[config.mk]
export PLATFORM = sky130hd
export DESIGN_NAME = rbi_ctrl
export DESIGN_NICKNAME = d
export VERILOG_FILES = /design/src/rbi_pkg.sv /design/src/rbi_ctrl.sv
export VERILOG_INCLUDE_DIRS = /design/src /design/src/src
export SDC_FILE = /design/constraint.sdc
export NUM_CORES = 1
export LEC_CHECK = 0
export ABC_AREA = 1
export BUFFER_PORTS_ARGS = -buffer_cell sky130_fd_sc_hd__buf_2
export CELL_PAD_IN_SITES_DETAIL_PLACEMENT = 1
export CELL_PAD_IN_SITES_GLOBAL_PLACEMENT = 1
export CORE_UTILIZATION = 36
export CTS_CLUSTER_DIAMETER = 200
export DETAILED_ROUTE_END_ITERATION = 12
export PLACE_DENSITY = 0.75
export SYNTH_ARGS = -nofsm -noshare
export SYNTH_HDL_FRONTEND = slang
export SYNTH_SLANG_ARGS = --single-unit
[constraint.sdc]
create_clock -name clk_i -period 1.48 [get_ports clk_i]
set_input_delay 0 -clock clk_i [delete_from_list [all_inputs] [get_ports clk_i]]
set_output_delay 0 -clock clk_i [all_outputs]
set_load 0.05 [all_outputs]
[src/rigid_body_integrator_unit_macros.svh]
// ----------------------------------------------------------------------------
// rigid body integrator assertion macros
// shared assertion forms clocked on clk_i and disabled during reset
// ----------------------------------------------------------------------------
`ifndef RIGID_BODY_INTEGRATOR_UNIT_MACROS_SVH
`define RIGID_BODY_INTEGRATOR_UNIT_MACROS_SVH

// same-cycle property
`define RBI_ASSERT(name, prop, msg) \
  name: assert property (@(posedge clk_i) disable iff (!rst_ni) prop) else $error(msg);

// condition followed by a consequence in the next cycle
`define RBI_ASSERT_NEXT(name, pre, post, msg) \
  `RBI_ASSERT(name, (pre) |=> (post), msg)

`endif

[src/rbi_pkg.sv]
// ----------------------------------------------------------------------------
// rbi_pkg
// types, codes and helpers shared by the rigid body integrator modules
// ----------------------------------------------------------------------------
`default_nettype none

package rbi_pkg;

  localparam logic [1:0] OP_FORCE   = 2'd0;
  localparam logic [1:0] OP_TICK    = 2'd1;
  localparam logic [1:0] OP_COLLIDE = 2'd2;
  localparam logic [1:0] OP_SETEXT  = 2'd3;

  localparam logic [1:0] BODY_DYNAMIC   = 2'd0;
  localparam logic [1:0] BODY_KINEMATIC = 2'd1;

  localparam logic [2:0] REG_BODY_TYPE   = 3'd0;
  localparam logic [2:0] REG_GRAVITY_EN  = 3'd1;
  localparam logic [2:0] REG_RESTITUTION = 3'd2;
  localparam logic [2:0] REG_FRICTION    = 3'd3;
  localparam logic [2:0] REG_BODY_MASS   = 3'd4;
  localparam logic [2:0] REG_GRAVITY_X   = 3'd5;
  localparam logic [2:0] REG_GRAVITY_Y   = 3'd6;
  localparam logic [2:0] REG_GRAVITY_Z   = 3'd7;

  localparam int unsigned IN_W  = 113;
  localparam int unsigned OUT_W = 193;

  localparam logic signed [31:0] LAND_MIN     = 32'sd66;
  localparam logic [63:0]        EXT_ZERO_MAX = 64'd429496;
  localparam logic [32:0]        MASS_ONE     = 33'd65536;
  localparam logic signed [31:0] GRAV_Y_RST   = -32'sd642253;

  typedef enum logic [4:0] {
    CMD_NONE,
    CMD_FORCE,
    CMD_EXTSET,
    CMD_TICKSTART,
    CMD_PUSH,
    CMD_MUL,
    CMD_FRSET,
    CMD_DIVSTART_ACC,
    CMD_ACCSET,
    CMD_VELADD,
    CMD_VELSET,
    CMD_FRCCLR,
    CMD_POSADD,
    CMD_EXTDEC,
    CMD_SQACC,
    CMD_EXTCHK,
    CMD_SQRTSTART,
    CMD_LENSET,
    CMD_DIVSTART_DIR,
    CMD_DIRSET,
    CMD_DOTACC,
    CMD_DOTFIN,
    CMD_SSET,
    CMD_VELSUB,
    CMD_OUTLOAD
  } cmd_e;

  typedef enum logic [3:0] {
    M_FRIC_DT,
    M_ACC_DT,
    M_VEL_FR,
    M_GRAVY_DT,
    M_TOT_DT,
    M_EXT_DECAY,
    M_EXT_SQ,
    M_VEC_SQ,
    M_VEL_DIR,
    M_DOT_REST,
    M_DIR_S
  } mul_sel_e;

  typedef struct packed {
    cmd_e       op;
    mul_sel_e   msel;
    logic [1:0] idx;
  } cmd_t;

  typedef struct packed {
    logic [1:0] item_op;
    logic [1:0] body_type;
    logic       grav_en;
    logic       div_busy;
    logic       sqrt_busy;
    logic       sq_zero;
    logic       dot_neg;
    logic       out_valid;
    logic       out_free;
  } stat_t;

  function automatic logic signed [31:0] sat32(input logic signed [63:0] v);
    if (v > 64'sd2147483647) begin
      return 32'sh7fffffff;
    end else if (v < -64'sd2147483648) begin
      return 32'sh80000000;
    end else begin
      return v[31:0];
    end
  endfunction

endpackage

`default_nettype wire

[src/rbi_ctrl.sv]
// ----------------------------------------------------------------------------
// rbi_ctrl
// sequencer that issues one datapath command per cycle for each item, except in its gap and wait states
// ----------------------------------------------------------------------------
`default_nettype none

`include "rigid_body_integrator_unit_macros.svh"

module rbi_ctrl import rbi_pkg::*; (
  input  wire logic  clk_i,
  input  wire logic  rst_ni,
  input  wire logic  in_fire_i,
  output      logic  in_ready_o,
  input  wire stat_t stat_i,
  output      cmd_t  cmd_o
);

  typedef enum logic [5:0] {
    S_IDLE, S_DECODE,
    S_FR_MUL, S_FR_SET, S_ACC_DIV, S_ACC_GAP, S_ACC_WAIT, S_ACC_MUL, S_VEL_ADD,
    S_FRV_MUL, S_FRV_SET, S_FCLR, S_KG_MUL, S_KG_ADD,
    S_POS_MUL, S_POS_ADD, S_DEC_MUL, S_DEC_SET, S_ESQ_MUL, S_ESQ_ACC, S_EXT_CHK,
    S_PSQ_MUL, S_PSQ_ACC, S_SQ_GAP, S_SQ_CHK, S_RT_GAP, S_RT_WAIT,
    S_DIR_DIV, S_DIR_GAP, S_DIR_WAIT, S_DOT_MUL, S_DOT_ACC, S_DOT_FIN, S_DOT_GAP,
    S_DOT_CHK, S_S_SET, S_VS_MUL, S_VS_SUB, S_OUT
  } state_e;

  state_e     state_q;
  logic [1:0] idx_q;
  cmd_t       cmd_q;
  logic       active;
  logic       dyn;

  assign dyn    = stat_i.body_type == BODY_DYNAMIC;
  assign active = dyn || (stat_i.body_type == BODY_KINEMATIC);

  function automatic cmd_t mk(cmd_e op, mul_sel_e ms, logic [1:0] ix);
    cmd_t c;
    c.op   = op;
    c.msel = ms;
    c.idx  = ix;
    return c;
  endfunction

  always_ff @(posedge clk_i or negedge rst_ni) begin
    if (!rst_ni) begin
      state_q <= S_IDLE;
      idx_q   <= '0;
      cmd_q   <= mk(CMD_NONE, M_FRIC_DT, 2'd0);
    end else begin
      cmd_q <= mk(CMD_NONE, M_FRIC_DT, idx_q);
      case (state_q)
        S_IDLE: begin
          if (in_fire_i) state_q <= S_DECODE;
        end
        S_DECODE: begin
          idx_q <= '0;
          case (stat_i.item_op)
            OP_FORCE: begin
              cmd_q   <= mk(CMD_FORCE, M_FRIC_DT, 2'd0);
              state_q <= S_OUT;
            end
            OP_SETEXT: begin
              cmd_q   <= mk(CMD_EXTSET, M_FRIC_DT, 2'd0);
              state_q <= S_OUT;
            end
            OP_TICK: begin
              if (!active) begin
                state_q <= S_OUT;
              end else begin
                cmd_q <= mk(CMD_TICKSTART, M_FRIC_DT, 2'd0);
                if (dyn) state_q <= S_FR_MUL;
                else if (stat_i.grav_en) state_q <= S_KG_MUL;
                else state_q <= S_POS_MUL;
              end
            end
            default: begin
              if (!active) begin
                state_q <= S_OUT;
              end else begin
                cmd_q   <= mk(CMD_PUSH, M_FRIC_DT, 2'd0);
                state_q <= S_PSQ_MUL;
              end
            end
          endcase
        end
        S_FR_MUL: begin
          cmd_q   <= mk(CMD_MUL, M_FRIC_DT, 2'd0);
          state_q <= S_FR_SET;
        end
        S_FR_SET: begin
          cmd_q   <= mk(CMD_FRSET, M_FRIC_DT, 2'd0);
          idx_q   <= '0;
          state_q <= S_ACC_DIV;
        end
        S_ACC_DIV: begin
          cmd_q   <= mk(CMD_DIVSTART_ACC, M_FRIC_DT, idx_q);
          state_q <= S_ACC_GAP;
        end
        S_ACC_GAP: state_q <= S_ACC_WAIT;
        S_ACC_WAIT: begin
          if (!stat_i.div_busy) begin
            cmd_q   <= mk(CMD_ACCSET, M_FRIC_DT, idx_q);
            state_q <= S_ACC_MUL;
          end
        end
        S_ACC_MUL: begin
          cmd_q   <= mk(CMD_MUL, M_ACC_DT, idx_q);
          state_q <= S_VEL_ADD;
        end
        S_VEL_ADD: begin
          cmd_q <= mk(CMD_VELADD, M_FRIC_DT, idx_q);
          if (idx_q == 2'd2) begin
            idx_q   <= 2'd0;
            state_q <= S_FRV_MUL;
          end else begin
            idx_q   <= idx_q + 2'd1;
            state_q <= S_ACC_DIV;
          end
        end
        S_FRV_MUL: begin
          cmd_q   <= mk(CMD_MUL, M_VEL_FR, idx_q);
          state_q <= S_FRV_SET;
        end
        S_FRV_SET: begin
          cmd_q <= mk(CMD_VELSET, M_FRIC_DT, idx_q);
          if (idx_q == 2'd0) begin
            idx_q   <= 2'd2;
            state_q <= S_FRV_MUL;
          end else begin
            state_q <= S_FCLR;
          end
        end
        S_FCLR: begin
          cmd_q   <= mk(CMD_FRCCLR, M_FRIC_DT, 2'd0);
          idx_q   <= '0;
          state_q <= S_POS_MUL;
        end
        S_KG_MUL: begin
          cmd_q   <= mk(CMD_MUL, M_GRAVY_DT, 2'd0);
          state_q <= S_KG_ADD;
        end
        S_KG_ADD: begin
          cmd_q   <= mk(CMD_VELADD, M_FRIC_DT, 2'd1);
          idx_q   <= '0;
          state_q <= S_POS_MUL;
        end
        S_POS_MUL: begin
          cmd_q   <= mk(CMD_MUL, M_TOT_DT, idx_q);
          state_q <= S_POS_ADD;
        end
        S_POS_ADD: begin
          cmd_q   <= mk(CMD_POSADD, M_FRIC_DT, idx_q);
          state_q <= S_DEC_MUL;
        end
        S_DEC_MUL: begin
          cmd_q   <= mk(CMD_MUL, M_EXT_DECAY, idx_q);
          state_q <= S_DEC_SET;
        end
        S_DEC_SET: begin
          cmd_q   <= mk(CMD_EXTDEC, M_FRIC_DT, idx_q);
          state_q <= S_ESQ_MUL;
        end
        S_ESQ_MUL: begin
          cmd_q   <= mk(CMD_MUL, M_EXT_SQ, idx_q);
          state_q <= S_ESQ_ACC;
        end
        S_ESQ_ACC: begin
          cmd_q <= mk(CMD_SQACC, M_FRIC_DT, idx_q);
          if (idx_q == 2'd2) begin
            state_q <= S_EXT_CHK;
          end else begin
            idx_q   <= idx_q + 2'd1;
            state_q <= S_POS_MUL;
          end
        end
        S_EXT_CHK: begin
          cmd_q   <= mk(CMD_EXTCHK, M_FRIC_DT, 2'd0);
          state_q <= S_OUT;
        end
        S_PSQ_MUL: begin
          cmd_q   <= mk(CMD_MUL, M_VEC_SQ, idx_q);
          state_q <= S_PSQ_ACC;
        end
        S_PSQ_ACC: begin
          cmd_q <= mk(CMD_SQACC, M_FRIC_DT, idx_q);
          if (idx_q == 2'd2) begin
            state_q <= S_SQ_GAP;
          end else begin
            idx_q   <= idx_q + 2'd1;
            state_q <= S_PSQ_MUL;
          end
        end
        S_SQ_GAP: state_q <= S_SQ_CHK;
        S_SQ_CHK: begin
          if (stat_i.sq_zero) begin
            state_q <= S_OUT;
          end else begin
            cmd_q   <= mk(CMD_SQRTSTART, M_FRIC_DT, 2'd0);
            state_q <= S_RT_GAP;
          end
        end
        S_RT_GAP: state_q <= S_RT_WAIT;
        S_RT_WAIT: begin
          if (!stat_i.sqrt_busy) begin
            cmd_q   <= mk(CMD_LENSET, M_FRIC_DT, 2'd0);
            idx_q   <= '0;
            state_q <= S_DIR_DIV;
          end
        end
        S_DIR_DIV: begin
          cmd_q   <= mk(CMD_DIVSTART_DIR, M_FRIC_DT, idx_q);
          state_q <= S_DIR_GAP;
        end
        S_DIR_GAP: state_q <= S_DIR_WAIT;
        S_DIR_WAIT: begin
          if (!stat_i.div_busy) begin
            cmd_q <= mk(CMD_DIRSET, M_FRIC_DT, idx_q);
            if (idx_q == 2'd2) begin
              idx_q   <= '0;
              state_q <= S_DOT_MUL;
            end else begin
              idx_q   <= idx_q + 2'd1;
              state_q <= S_DIR_DIV;
            end
          end
        end
        S_DOT_MUL: begin
          cmd_q   <= mk(CMD_MUL, M_VEL_DIR, idx_q);
          state_q <= S_DOT_ACC;
        end
        S_DOT_ACC: begin
          cmd_q <= mk(CMD_DOTACC, M_FRIC_DT, idx_q);
          if (idx_q == 2'd2) begin
            state_q <= S_DOT_FIN;
          end else begin
            idx_q   <= idx_q + 2'd1;
            state_q <= S_DOT_MUL;
          end
        end
        S_DOT_FIN: begin
          cmd_q   <= mk(CMD_DOTFIN, M_FRIC_DT, 2'd0);
          state_q <= S_DOT_GAP;
        end
        S_DOT_GAP: state_q <= S_DOT_CHK;
        S_DOT_CHK: begin
          idx_q <= '0;
          if (!stat_i.dot_neg) begin
            state_q <= S_OUT;
          end else if (dyn) begin
            cmd_q   <= mk(CMD_MUL, M_DOT_REST, 2'd0);
            state_q <= S_S_SET;
          end else begin
            state_q <= S_VS_MUL;
          end
        end
        S_S_SET: begin
          cmd_q   <= mk(CMD_SSET, M_FRIC_DT, 2'd0);
          state_q <= S_VS_MUL;
        end
        S_VS_MUL: begin
          cmd_q   <= mk(CMD_MUL, M_DIR_S, idx_q);
          state_q <= S_VS_SUB;
        end
        S_VS_SUB: begin
          cmd_q <= mk(CMD_VELSUB, M_FRIC_DT, idx_q);
          if (idx_q == 2'd2) begin
            state_q <= S_OUT;
          end else begin
            idx_q   <= idx_q + 2'd1;
            state_q <= S_VS_MUL;
          end
        end
        S_OUT: begin
          if (stat_i.out_free) begin
            cmd_q   <= mk(CMD_OUTLOAD, M_FRIC_DT, 2'd0);
            state_q <= S_IDLE;
          end
        end
        default: state_q <= S_IDLE;
      endcase
    end
  end

  assign in_ready_o = state_q == S_IDLE;
  assign cmd_o      = cmd_q;

  `RBI_ASSERT(a_idle_quiet, (state_q == S_IDLE) |-> (cmd_q.op == CMD_NONE || cmd_q.op == CMD_OUTLOAD), "datapath command in flight while idle")
  `RBI_ASSERT_NEXT(a_div_runs, cmd_q.op == CMD_DIVSTART_ACC || cmd_q.op == CMD_DIVSTART_DIR, stat_i.div_busy, "divider did not start")
  `RBI_ASSERT(a_out_free, (cmd_q.op == CMD_OUTLOAD) |-> !stat_i.out_valid, "result overwritten before transaction")

endmodule

`default_nettype wire

==> results of run 1 <==
==> power groups by stage <==
stage	clock (mW)	combinational [mW]	sequential, mW
finish	0.468	6.89	0.962
global route	0.463	7.12	0.976
CTS	0.421	5.87	0.905
detailed placement	0	5.04	0.890
global placement	0	4.91	0.878
floorplan	0	2.40	1.29
==> state kept, by name, indices dropped and copies added (netlist names) <==
signal   flops
cmd_o       11
state_q      6
idx_q        2
==> through the flow <==
step | area, µm² | setup TNS [ns] | setup slack, ns | hold slack (ns) | std cells
after floorplan | 2480 | -0.0449 | -0.0117 | -0.296 | 461
after global placement | 3480 | -5.48 | -0.553 | -0.0127 | 663
after detailed placement | 3480 | -6.27 | -0.627 | -0.00122 | 663
after CTS | 4000 | -3.03 | -0.246 | 0.0593 | 681
after global routing | 4170 | -7.82 | -0.862 | 0.0415 | 685
final | 4170 | -6.81 | -0.550 | 0.0519 | 685
==> logic make-up (layout without fill, tap and decap cells) <==
| kind of cell | after synthesis | after routing | share of synthesized area |
|---|---|---|---|
| adders and majority gates | 6 | 6 | 0.0304 |
| DFF | 19 | 19 | 0.193 |
| buffers and inverters | 63 | 209 | 0.103 |
| AOI/OAI and AO/OA | 25 | 25 | 0.0593 |
| and+or+nand+nor | 348 | 349 | 0.614 |
==> area by class of cell <==
class | instances | area [µm²] | area share
Clock buffer | 3 | 41.3 | 0.00991
Clock inverter | 1 | 7.51 | 0.00180
Inverter | 51 | 199 | 0.0477
Multi-Input combinational cell | 380 | 2170 | 0.520
Sequential cell | 19 | 479 | 0.115
Tap cell | 77 | 96.3 | 0.0231
Timing Repair Buffer | 154 | 1180 | 0.282
==> timing repair <==
item / in CTS / in global routing
hold buffers: 1 / 0
endpoints found under the setup margin: 20 / 20
endpoints found under the hold margin: 19 / 0
pin swaps: 18 / 7
gates resized for setup: 100 / 39
cloned: 1 / 0
buffers inserted: 13 / 4
==> cells in the final DEF, fill, tap and decap left out, types with 5 or more instances in the layout <==
| master | instances |
|---|---|
| nor2_2 | 22 |
| a21oi_1 | 6 |
| nand3_2 | 21 |
| ha_1 | 5 |
| nand3_1 | 60 |
| nand2_1 | 125 |
| nand2_4 | 7 |
| o21ai_0 | 9 |
| dfrtp_1 | 16 |
| buf_6 | 20 |
| inv_1 | 41 |
| inv_2 | 7 |
| nor2_4 | 12 |
| nand2_2 | 19 |
| buf_4 | 110 |
| buf_2 | 23 |
| nor2_1 | 53 |
| nand4_1 | 9 |
==> critical path, stage by stage (launching register included) <==
cell     delay [ns]
dfrtp_2        0.48
inv_4          0.11
nand2_2        0.10
nor2_1         0.23
buf_4          0.22
nand2_4        0.08
nand2_1        0.14
inv_1          0.13
nand2_1        0.11
nor2_2         0.06
nand3_1        0.12
nand2_1        0.11
nand2_1        0.08
==> final timing paths <==
path / startpoint / endpoint / slack, ns / cells after the start
min: stat_i[5] / cmd_o[9]$_DFF_PN0_ / 0.05 / 2
max reg2reg: state_q[0]$_DFFE_PN0P_ / state_q[1]$_DFFE_PN0P_ / -0.55 / 12
max: state_q[0]$_DFFE_PN0P_ / state_q[1]$_DFFE_PN0P_ / -0.55 / 12
min in group asynchronous: rst_ni / cmd_o[5]$_DFF_PN0_ / 0.22 / 2
max in group asynchronous: rst_ni / state_q[1]$_DFFE_PN0P_ / 0.86 / 2
min reg2reg: state_q[1]$_DFFE_PN0P_ / state_q[1]$_DFFE_PN0P_ / 0.68 / 2
==> metal layers <==
layer  wire length (µm)  part of all wire  track usage  up-vias
met5                  0                 0            0        -
met4               1650             0.093        0.263        0
met3               1880              0.11       0.0905      165
met2               7800              0.44        0.702      357
met1               6430              0.36        0.515     2073
li1                   -                 -            -     1784
==> impl_metrics.yaml, run 1 <==
floorplanning:
  die_area_mm2: 0.00720
  rows: 29
  start_util: 0.380
  io_pins: 26
  dieHeight_um: 84.8
  fp.dieW_um: 84.8
  coreArea_mm2: 0.00649
synth:
  syn_inst: 461
  syn_area_per_cell_um2: 5.36
  synthDistinctLibCells: 30
  syn_area_mm2: 0.00247
  async_flop_share: 1.00
  yosysSeqAreaShare: 0.193
  yosysMostFrequentCell: "nand2_1"
  syn-num-nets: 481
  synth_flop_cell: "dfrtp_1"
  synthTopCellsByArea: "nand2_1 (23%), dfrtp_1 (19%), nand3_1 (16%)"
  netlist.top_cell.by_area: "nand2_1"
  ys_top_cells_by_count: "nand2_1 (150), nand3_1 (81), nor2_1 (79)"
  synth-seq-cells: 19
  ys.warnings.count: 0
  synth_edf_count: 0
  yosysTopAreaCellShare: 0.228
timing:
  hold_viol_final: 0
  setup_viol: 20
  setup_slack_ns: -0.550
  min_period_ns: 2.03
  worstMarginPinSlew_ns: 0.544
  finalCritPeriodShare: 1.37
  fmax_mhz: 493
  rsz0062_at_grt: "yes"
  drv_slew: 0
  clock_skew_ns: 0.0102
  relSlewSlack: 0.637
outcome:
  violations: "negative setup slack"
  status: "finished, violations left"
power:
  ir_worst_vdd_mv: 0.898
  power.leakage_nw: 2.50
  pwr-share-clk: 0.056
  p_comb_frac: 0.828
  p_sw_frac: 0.599
  p_sw_mw: 4.98
  power_density_mw_per_mm2: 2000
  finalPower_mw: 8.32
  p_int_mw: 3.34
  seq_power_share: 0.116
global_route:
  track_usage: 0.428
  grt_pass1_wl_um: 23000
  grt_pass1_vias: 4212
  grt_max_degree: 23
  overflow: 0
  antenna_found_initial: 0
worst_setup_path:
  cp-end-kind: "register"
  cp.arrival_ns: 2.27
  crit_required_ns: 1.72
  path_class: "reg2reg"
  worstPathMaxFanout: 5
  worst_setup_path_start_kind: "register"
clock_network:
  tritoncts: "yes"
  root_buffer: "clkbuf_8"
  clkSinkCount: 19
  cts_made_buffers: 3
  cts_buffer_depth: 2
  clk_latency_ns: 0.30
  htree_levels: 1
  clk_pin_slew_ns: 0.10
placement:
  port_buffers: 24
  dp_hpwl_um: 10600
  gp_congestion: 1.00
routing:
  wire_per_inst_um: 25.9
  drc: 0
  wirelength_um: 17800
  ant_nets: 0
  vias: 4379
  via_per_inst: 6.39
  drt_iter0_drc: 547
  drtPass1Iterations: 8
cells_and_area:
  area_growth_pct: 68.7
  nFillCells: 897
  diodes: 0
  finalNetCount: 629
  final_util: 0.642
  layout-drive-gt1-share: 0.438
job:
  drv_cap: 0
min_path:
  hold_path.class: "in2reg"
Note: power is estimated with default switching activity, not from simulation.
==> inputs of run 2 (changes only) <==
- TNS_END_PERCENT: not set -> 30
==> run 2 against run 1 <==
The run now fails in global routing. Area after synthesis unchanged. Synthesized cell count unchanged.
==> impl_metrics.yaml, run 2 <==
outcome:
  status: "stopped before the end"
  lastStage: "global routing"
  error: "[ERROR DPL-0033] detailed placement checks failed during check placement."
synth:
  syn_inst: 461
  ys.warnings.count: 0
  syn_area_per_cell_um2: 5.36
  yosysTopAreaCellShare: 0.228
  synth_flop_cell: "dfrtp_1"
  async_flop_share: 1.00
  synth-seq-cells: 19
  syn_area_mm2: 0.00247
  synth_edf_count: 0
  ys_top_cells_by_count: "nand2_1 (150), nand3_1 (81), nor2_1 (79)"
  synthDistinctLibCells: 30
  yosysMostFrequentCell: "nand2_1"
  netlist.top_cell.by_area: "nand2_1"
  yosysSeqAreaShare: 0.193
  synthTopCellsByArea: "nand2_1 (23%), dfrtp_1 (19%), nand3_1 (16%)"
  syn-num-nets: 481
clock_network:
  htree_levels: 1
  clkSinkCount: 19
  cts_made_buffers: 3
  root_buffer: "clkbuf_8"
  cts_buffer_depth: 2
floorplanning:
  dieHeight_um: 84.8
  start_util: 0.380
  io_pins: 26
  rows: 29
  fp.dieW_um: 84.8
timing:
  endpoint_type: "register data pin"
  crit_endpoint: "state_q[2]$_DFFE_PN0P_/D"
global_route:
  antenna_found_initial: 0
  grt_max_degree: 23
placement:
  place_ws_ns: -0.885
  gp_congestion: 1.09
  port_buffers: 24
  dp_hpwl_um: 11000
## run 2: through the flow
step / std cells / hold slack [ns] / area (µm²) / TNS [ns]
3_3_place_gp: 664 / -0.0243 / 3520 / -11.52
2_1_floorplan: 461 / -0.296 / 2480 / -0.0669
4_1_cts: 686 / 0.0595 / 4100 / -3.59
3_5_place_dp: 664 / -0.0164 / 3520 / -12.29
## run 2: cells by family after synthesis
family,Yosys count,synth area share
simple gates,348,0.614
buf+inv,63,0.103
compound gates,25,0.0593
flops,19,0.193
fa+ha+maj,6,0.0304
## run 2: what timing repair did
| action | 4_1_cts |
|---|---|
| cloned | 1 |
| buffers inserted | 16 |
| hold endpoints to repair | 19 |
| hold buffers | 1 |
| pin swaps | 24 |
| setup endpoints to repair | 20 |
| gates resized for setup | 109 |
==> inputs of run 3 (changes only) <==
- CELL_PAD_IN_SITES_DETAIL_PLACEMENT: 1 -> not set
- CELL_PAD_IN_SITES_GLOBAL_PLACEMENT: 1 -> not set
- CORE_UTILIZATION: 36 -> 40
- CTS_CLUSTER_DIAMETER: 200 -> not set
- PLACE_DENSITY: 0.75 -> not set
- PLACE_DENSITY_LB_ADDON: not set -> 0.15
- clock period: 1.48 -> 1.9 ns (I/O delays scaled with it)
==> run 3 against run 2 <==
The run now ends clean.
==> impl_metrics.yaml, run 3 (synthesized netlist as in run 1, its figures left out) <==
outcome:
  status: "complete, no violations"
cells_and_area:
  diodes: 0
  layout-drive-gt1-share: 0.236
  layout_common_cells: "nand2_1 (144), nand3_1 (81), nor2_1 (68), buf_4 (59), inv_1 (48)"
  fin_area_mm2: 0.00323
  finalNetCount: 558
  nFillCells: 672
  final_common_cell: "nand2_1"
  largest_reg_flops: 11
  area_growth_pct: 30.6
worst_setup_path:
  worstSetupPathDepth: 11
  cp_slowest_stage_delay_ns: 0.45
  cp-end-kind: "register"
  cp.arrival_ns: 2.07
  cp_cell_sequence: "inv_2, nand2_1, buf_4, nor2_4, buf_4, nand3_1, nand2_1, nor2_2, inv_1, nand2_1, nand2_1"
  path_buf_inv: 4
  path_class: "reg2reg"
  worst_setup_path_start_kind: "register"
  crit_required_ns: 2.12
  reg2reg_depth: 11
  cp_top_family: "simple AND/OR/NAND/NOR gates"
  critPathMostFrequentCell: "nand2_1"
  cpMaxStageDelayCell: "dfrtp_2"
  worstPathMaxFanout: 6
placement:
  port_buffers: 24
  gp_congestion: 0.969
  dpl_cell_area_mm2: 0.00306
  dp_hpwl_um: 8610
  place_ws_ns: -0.121
routing:
  met2_wirelength_um: 4640
  via_per_inst: 5.51
  top_layer: "met4"
  vias: 3372
  drtPass1Iterations: 6
  drc: 0
  drt_iter0_drc: 316
  wire_per_inst_um: 17.6
  wl_met1_um: 4680
  ant_nets: 0
  wl_met3_um: 803
  wirelength_um: 10800
timing:
  fmax_mhz: 541
  finalCritPeriodShare: 0.973
  worstMarginPinSlew_ns: 0.496
  min_period_ns: 1.85
  drv_slew: 0
  setup_slack_ns: 0.0520
  relSlewSlack: 0.669
  clock_skew_ns: 0.00528
  rsz0062_at_grt: "yes"
  hold_viol_final: 0
  setup_viol: 0
min_path:
  hold_path.class: "in2reg"
  whs_path_depth: 2
clock_network:
  clk_latency_ns: 0.28
  htree_levels: 1
  cts_buffer_depth: 2
  root_buffer: "clkbuf_8"
  clk_pin_slew_ns: 0.09
  cts_made_buffers: 3
  clkSinkCount: 19
  tritoncts: "yes"
power:
  ir_worst_vdd_mv: 0.798
  power.leakage_nw: 2.03
  power_density_mw_per_mm2: 1430
floorplanning:
  start_util: 0.415
  fp.dieW_um: 80.6
  dieHeight_um: 80.6
  coreArea_mm2: 0.00596
  die_area_mm2: 0.00649
  rows: 28
  io_pins: 26
global_route:
  grt_max_degree: 23
  overflow: 0
  track_usage: 0.352
  antenna_found_initial: 0
  grt_pass1_wl_um: 16500
  grt_pass1_vias: 3186
job:
  drv_cap: 0
==> run 3: power breakdown <==
part           switching (mW)  leakage, nW  internal [mW]  total (mW)
combinational            2.38         1.76           1.17        3.54
clock                   0.185       0.0217          0.149       0.334
sequential              0.139        0.243          0.595       0.735
total                    2.70         2.03           1.91        4.61
==> run 3: layer usage <==
metal	track usage	vias to the layer above
met3	0.0636	41
li1	-	1642
met2	0.539	174
met5	0	-
met1	0.443	1515
met4	0.245	0
==> run 3: timing repair <==
item / CTS / global route
setup buffers: 0 / 1
endpoints found under the hold margin: 19 / 0
endpoints found under the setup margin: 10 / 13
hold buffers: 1 / 0
pin swaps: 0 / 1
resized for setup: 6 / 28
==> run 3: final timing paths <==
check	start	end	slack (ns)
max	state_q[0]$_DFFE_PN0P_	state_q[1]$_DFFE_PN0P_	0.05
min	stat_i[5]	cmd_o[9]$_DFF_PN0_	0.07
max reg2reg	state_q[0]$_DFFE_PN0P_	state_q[1]$_DFFE_PN0P_	0.05
min reg2reg	state_q[1]$_DFFE_PN0P_	state_q[1]$_DFFE_PN0P_	0.61
max in group asynchronous	rst_ni	state_q[1]$_DFFE_PN0P_	1.32
min in group asynchronous	rst_ni	cmd_o[2]$_DFF_PN0_	0.21
==> run 3: layout make-up <==
| type | instances | area [µm²] | area share |
|---|---|---|---|
| multi-input combinational | 379 | 1840 | 0.570 |
| sequential | 19 | 482 | 0.149 |
| inverter | 51 | 191 | 0.0593 |
| clock buffer | 3 | 41.3 | 0.0128 |
| clock inverter | 1 | 7.51 | 0.00233 |
| timing repair buffer | 84 | 573 | 0.178 |
| tap | 75 | 93.8 | 0.0291 |
==> run 3: worst reg2reg max path: stages, from the launching register on <==
cell	delay [ns]
dfrtp_2	0.45
inv_2	0.10
nand2_1	0.08
buf_4	0.15
nor2_4	0.17
buf_4	0.19
nand3_1	0.18
nand2_1	0.18
nor2_2	0.09
inv_1	0.08
nand2_1	0.05
nand2_1	0.06
==> run 3: stage by stage <==
stage | cells | utilization | setup TNS [ns] | total power [mW] | hold WS (ns)
3_3_place_gp | 606 | 0.513 | -0.231 | 4.04 | -0.0266
4_1_cts | 611 | 0.527 | 0 | 4.39 | 0.0380
2_1_floorplan | 461 | - | 0 | 2.86 | -0.296
5_1_grt | 612 | 0.542 | -0.0827 | 4.95 | 0.0350
6_report | 612 | 0.542 | 0 | 4.61 | 0.0682
3_5_place_dp | 606 | 0.513 | -0.440 | 4.03 | -0.0105
